## config.mk

```make
export PLATFORM = sky130hd
export DESIGN_NAME = srl_ctrl
export DESIGN_NICKNAME = d
export VERILOG_FILES = /design/src/hdl/srl_pkg.sv /design/src/hdl/srl_ctrl.sv
export SDC_FILE = /design/constraint.sdc
export NUM_CORES = 1
export LEC_CHECK = 0
export BUFFER_PORTS_ARGS = -buffer_cell sky130_fd_sc_hd__buf_2
export CAP_MARGIN = 20
export CORE_AREA = 8 8 45 47
export DETAILED_ROUTE_END_ITERATION = 16
export DIE_AREA = 0 0 53 55
export GPL_TIMING_DRIVEN = 0
export SYNTH_ARGS = -nofsm -noshare
export SYNTH_HDL_FRONTEND = slang
export SYNTH_SLANG_ARGS = --single-unit
```

## constraint.sdc

```tcl
create_clock -name i_clk -period 1.8 [get_ports i_clk]
set_input_delay 0.18 -clock i_clk [delete_from_list [all_inputs] [get_ports i_clk]]
set_output_delay 0.18 -clock i_clk [all_outputs]
set_load 0.05 [all_outputs]
```

## src/hdl/srl_pkg.sv

```systemverilog
// Package for the sorted render list: sizes, operation and status codes,
// and the command/status structs between the controller and the datapath.
// Depends on nothing; every other file of the block uses it.
`default_nettype none

package srl_pkg;

    localparam int CAPACITY = 64;
    localparam int CNT_W    = $clog2(CAPACITY + 1);
    localparam int KEY_W    = 32;
    localparam int PAY_W    = 32;
    localparam int OP_W     = 2;
    localparam int ST_W     = 3;

    localparam logic [OP_W-1:0] OP_CLEAR  = 2'd0;
    localparam logic [OP_W-1:0] OP_INSERT = 2'd1;
    localparam logic [OP_W-1:0] OP_DRAIN  = 2'd2;

    localparam logic [ST_W-1:0] ST_INSERTED = 3'd0;
    localparam logic [ST_W-1:0] ST_FULL     = 3'd1;
    localparam logic [ST_W-1:0] ST_SENT     = 3'd2;
    localparam logic [ST_W-1:0] ST_NONE     = 3'd3;
    localparam logic [ST_W-1:0] ST_CLEARED  = 3'd4;

    typedef struct packed {
        logic            latch;      // capture the accepted input item
        logic            clear;      // empty the list
        logic            cmp;        // register the key comparisons
        logic            ins_write;  // shift the chain and write the new entry
        logic            rot;        // rotate the chain by one cell
        logic            step_clr;   // start a drain walk
        logic            pend_load;  // hold cell 0 as the pending entry
        logic            push;       // load the output register
        logic            push_pend;  // output carries the pending entry
        logic            push_last;
        logic [ST_W-1:0] push_status;
    } t_cmd;

    typedef struct packed {
        logic [OP_W-1:0] op;
        logic            full;
        logic            out_free;
        logic            cand;       // cell 0 is a live entry with nonzero payload
        logic            have_pend;
        logic            step_done;
    } t_sts;

endpackage

`default_nettype wire

```

## src/hdl/srl_ctrl.sv

```systemverilog
// Controller of the sorted render list: sequences clear, insert and drain
// through the datapath by commands. Depends on srl_pkg.
`default_nettype none

module srl_ctrl (
    input  wire logic          i_clk,
    input  wire logic          i_rst_n,
    input  wire logic          i_in_valid,
    output logic               o_in_ready,
    output srl_pkg::t_cmd      o_cmd,
    input  wire srl_pkg::t_sts i_sts
);

    localparam logic [2:0] S_IDLE   = 3'd0;
    localparam logic [2:0] S_EXEC   = 3'd1;
    localparam logic [2:0] S_INSERT = 3'd2;
    localparam logic [2:0] S_DRAIN  = 3'd3;
    localparam logic [2:0] S_FINISH = 3'd4;

    logic [2:0] r_state;
    logic [2:0] n_state;

    always_ff @(posedge i_clk) begin
        if (!i_rst_n) begin
            r_state <= S_IDLE;
        end else begin
            r_state <= n_state;
        end
    end

    always_comb begin
        n_state    = r_state;
        o_in_ready = 1'b0;
        o_cmd      = '0;
        unique case (r_state)
            S_IDLE: begin
                o_in_ready = 1'b1;
                if (i_in_valid) begin
                    o_cmd.latch = 1'b1;
                    n_state     = S_EXEC;
                end
            end
            S_EXEC: begin
                unique case (i_sts.op)
                    srl_pkg::OP_CLEAR: begin
                        if (i_sts.out_free) begin
                            o_cmd.clear       = 1'b1;
                            o_cmd.push        = 1'b1;
                            o_cmd.push_last   = 1'b1;
                            o_cmd.push_status = srl_pkg::ST_CLEARED;
                            n_state           = S_IDLE;
                        end
                    end
                    srl_pkg::OP_INSERT: begin
                        if (i_sts.full) begin
                            if (i_sts.out_free) begin
                                o_cmd.push        = 1'b1;
                                o_cmd.push_last   = 1'b1;
                                o_cmd.push_status = srl_pkg::ST_FULL;
                                n_state           = S_IDLE;
                            end
                        end else begin
                            o_cmd.cmp = 1'b1;
                            n_state   = S_INSERT;
                        end
                    end
                    srl_pkg::OP_DRAIN: begin
                        o_cmd.step_clr = 1'b1;
                        n_state        = S_DRAIN;
                    end
                    default: begin
                        // An unused code is dropped without a result.
                        n_state = S_IDLE;
                    end
                endcase
            end
            S_INSERT: begin
                if (i_sts.out_free) begin
                    o_cmd.ins_write   = 1'b1;
                    o_cmd.push        = 1'b1;
                    o_cmd.push_last   = 1'b1;
                    o_cmd.push_status = srl_pkg::ST_INSERTED;
                    n_state           = S_IDLE;
                end
            end
            S_DRAIN: begin
                // One entry held back so that the final one can carry last.
                if (i_sts.step_done) begin
                    n_state = S_FINISH;
                end else if (i_sts.cand) begin
                    if (!i_sts.have_pend) begin
                        o_cmd.pend_load = 1'b1;
                        o_cmd.rot       = 1'b1;
                    end else if (i_sts.out_free) begin
                        o_cmd.push        = 1'b1;
                        o_cmd.push_pend   = 1'b1;
                        o_cmd.push_status = srl_pkg::ST_SENT;
                        o_cmd.pend_load   = 1'b1;
                        o_cmd.rot         = 1'b1;
                    end
                end else begin
                    o_cmd.rot = 1'b1;
                end
            end
            S_FINISH: begin
                if (i_sts.out_free) begin
                    o_cmd.push      = 1'b1;
                    o_cmd.push_last = 1'b1;
                    if (i_sts.have_pend) begin
                        o_cmd.push_pend   = 1'b1;
                        o_cmd.push_status = srl_pkg::ST_SENT;
                    end else begin
                        o_cmd.push_status = srl_pkg::ST_NONE;
                    end
                    n_state = S_IDLE;
                end
            end
            default: begin
                n_state = S_IDLE;
            end
        endcase
    end

endmodule

`default_nettype wire

```

==> flow_metrics.env <==
export IMPL_crit_path_end_kind="output pin"
export IMPL_fin_crit_ns=1.835
export IMPL_cts_inserted_buffers=3
export IMPL_wl_um=1292
export IMPL_boundaryPins=24
export IMPL_synth_edff_count=0
export IMPL_cts_hold_buffers_added=0
export IMPL_path_clk_slew_ns=0.04
export IMPL_final_hold_viol_count=0
export IMPL_slew_headroom_pct=75.86
export IMPL_drv_cap=0
export IMPL_utilization_pct=50.18
export IMPL_place_area_um2=554.3
export IMPL_grt_pass1_wl_um=2001
export IMPL_worst_r2r_setup_slack_ns=0.27
export IMPL_synth_top_area_share_pct=16.11
export IMPL_die_area_um2=2915
export IMPL_setup_viol=2
export IMPL_top_regs="r_state x3"
export IMPL_num_rows=14
export IMPL_wl_per_cell_um=13.74
export IMPL_die_w_um=53
export IMPL_synth_main_ff_cell="dfxtp_1"
export IMPL_critPathMaxFanout=6
export IMPL_grt_pass1_vias=441
export IMPL_synth_area_per_cell_um2=7.768
export IMPL_grt_max_degree=11
export IMPL_critPathSlowestCell="or4b_4"
export IMPL_insertion_delay_ns=0.23
export IMPL_cts_tree="yes"
export IMPL_stdcell_area_um2=694.4
export IMPL_track_usage_pct=8.624
export IMPL_drtIter0Drc=3
export IMPL_final_common_cell="buf_2"
export IMPL_critical_path_buf_inv_count=1
export IMPL_violations="negative setup slack"
export IMPL_initial_utilization_pct=26.94
export IMPL_min_delay_path_class="primary input to flop"
export IMPL_synth_fp_nets=58
export IMPL_diodes=0
export IMPL_vias_per_cell=5.106
export IMPL_antenna_found_initial=0
export IMPL_area_delta_synth_final_pct=86.24
export IMPL_async_flop_share_pct=0
export IMPL_dr_pass1_iters=2
export IMPL_regMostFlops="r_state"
export IMPL_skew_ns=0.003789
export IMPL_critPathArrivalTime_ns=1.65
export IMPL_final_setup_tns_ns=-0.04289
export IMPL_cts_sinks=3
export IMPL_rsz0062_at_grt="yes"
export IMPL_status="complete, but fails checks"
export IMPL_dp_hpwl_um=993.5
export IMPL_gp_congestion=0.7700
export IMPL_yosys_warnings=0
export IMPL_grt_overflow=0
export IMPL_synthTopCellsByArea="dfxtp_1 (16%), nor3b_1 (6.0%), nor4bb_1 (5.4%), nor2b_1 (5.0%), a21oi_1 (4.0%)"
export IMPL_period_share_pct=101.9
export IMPL_clock_path_buffers=2
export IMPL_vias=480
export IMPL_drc_errors=0
export IMPL_largest_register_ffs=3
export IMPL_synth_distinct_cells=30
export IMPL_finalWorstSetupSlack_ns=-0.03475
export IMPL_hold_ws_ns=0.2105
export IMPL_coreArea_um2=1384
export IMPL_syn_inst=48
export IMPL_layout_nets=89
export IMPL_critPathKind="flop to output pin"
export IMPL_finalPower_mw=0.3698
export IMPL_ant_nets=0
export IMPL_layout_common_cells="buf_2 (14), buf_4 (10), buf_6 (5), nand2_1 (4)"
export IMPL_htreeDepth=1
export IMPL_peakVddDrop_mv=0.3666
export IMPL_powerDensity_nw_per_um2=532.5
export IMPL_required_ns=1.62
export IMPL_cp_slowest_stage_delay_ns=0.56
export IMPL_netlist_top_cell_by_area="dfxtp_1"
export IMPL_portBuffers=23
export IMPL_tightest_slew_ns=0.3621
export IMPL_cp_start_kind="flop"
export IMPL_die_h_um=55
export IMPL_synth_seq_cells=3
export IMPL_syn_cell_area_um2=372.9
export IMPL_leakage_nw=0.2919
export IMPL_slew_violations=0
export IMPL_cts_root_buf="clkbuf_4"
export IMPL_drive_gt1_share_pct=65.38
export IMPL_yosysSeqAreaShare_pct=16.11
export IMPL_critPathTopFamily="simple AND/OR/NAND/NOR gates"
export IMPL_fmax_mhz=545.0
export IMPL_path_cells="or4b_4, o22a_4, a21boi_4, buf_6"
## report_power, final
group	total [mW]	switching (mW)	internal (mW)	leakage (nW)
combinational	0.179	0.101	0.0779	0.252
clock	0.118	0.0350	0.0831	0.0150
sequential	0.0729	0.00202	0.0709	0.0250
total	0.370	0.138	0.232	0.292
## cell families (layout without fill, tap and decap cells)
family / Yosys count / count (layout) / share of synthesized area (%)
simple gates: 27 / 27 / 50.34
compound gates: 11 / 11 / 21.14
flops: 3 / 3 / 16.11
xor+xnor: 1 / 1 / 2.349
buf+inv: 5 / 35 / 7.046
mux: 1 / 1 / 3.020
## final cells by class
type                    count  area (um2)
clock buffers               4       26.28
repair buffers             27       186.4
plain buffers               4       33.78
multi-input cells          40       366.6
fillers                   139       689.4
flip-flops and latches      3       61.31
well taps                  16       20.02
## repair_timing
| item | CTS | global route |
|---|---|---|
| setup endpoints to repair | 10 | 12 |
| pin swaps | 4 | 3 |
| setup buffers | 1 | 3 |
| resized for setup | 18 | 12 |
## worst reg2reg max path, delay by kind of cell, from the launching register on
| kind | cells | cell delay [ns] |
|---|---|---|
| simple gates | 2 | 0.83 |
| flops | 1 | 0.30 |
| compound gates | 1 | 0.19 |
| buf+inv | 1 | 0.16 |
## cell usage after synthesis (all sizes together) (2+ instances only)
library cell  number
a21boi             3
nand2              4
o22ai              2
nor4bb             2
nor3b              3
and2               2
nor2b              3
nor2               2
buf                4
a21oi              3
dfxtp              3
nor4b              2
## per-layer routing
layer / GRT usage [%] / up-vias / share of wire (%) / wire [um]
met2: 14.45 / 19 / 46 / 590
met3: 2.941 / 0 / 12 / 155
met5: 0 / - / 0 / 0
met1: 9.697 / 223 / 42 / 547
met4: 3.879 / 0 / 0 / 0
li1: - / 238 / - / -
## worst paths after layout
check              from    endpoint  depth (start not counted)
min             i_rst_n  r_state[0]                          2
max          r_state[1]    o_cmd[5]                          4
min reg2reg  r_state[2]  r_state[0]                          3
max reg2reg  r_state[1]  r_state[0]                          4
## per-stage QoR
step	cells	setup slack, ns
final	94	-0.03475
after global routing	94	-0.09835
after CTS	92	-0.1184
after detailed placement	87	-0.03144
after global placement	87	-0.02470
after floorplan	48	-0.4712
Note: power is estimated with default switching activity, not from simulation.
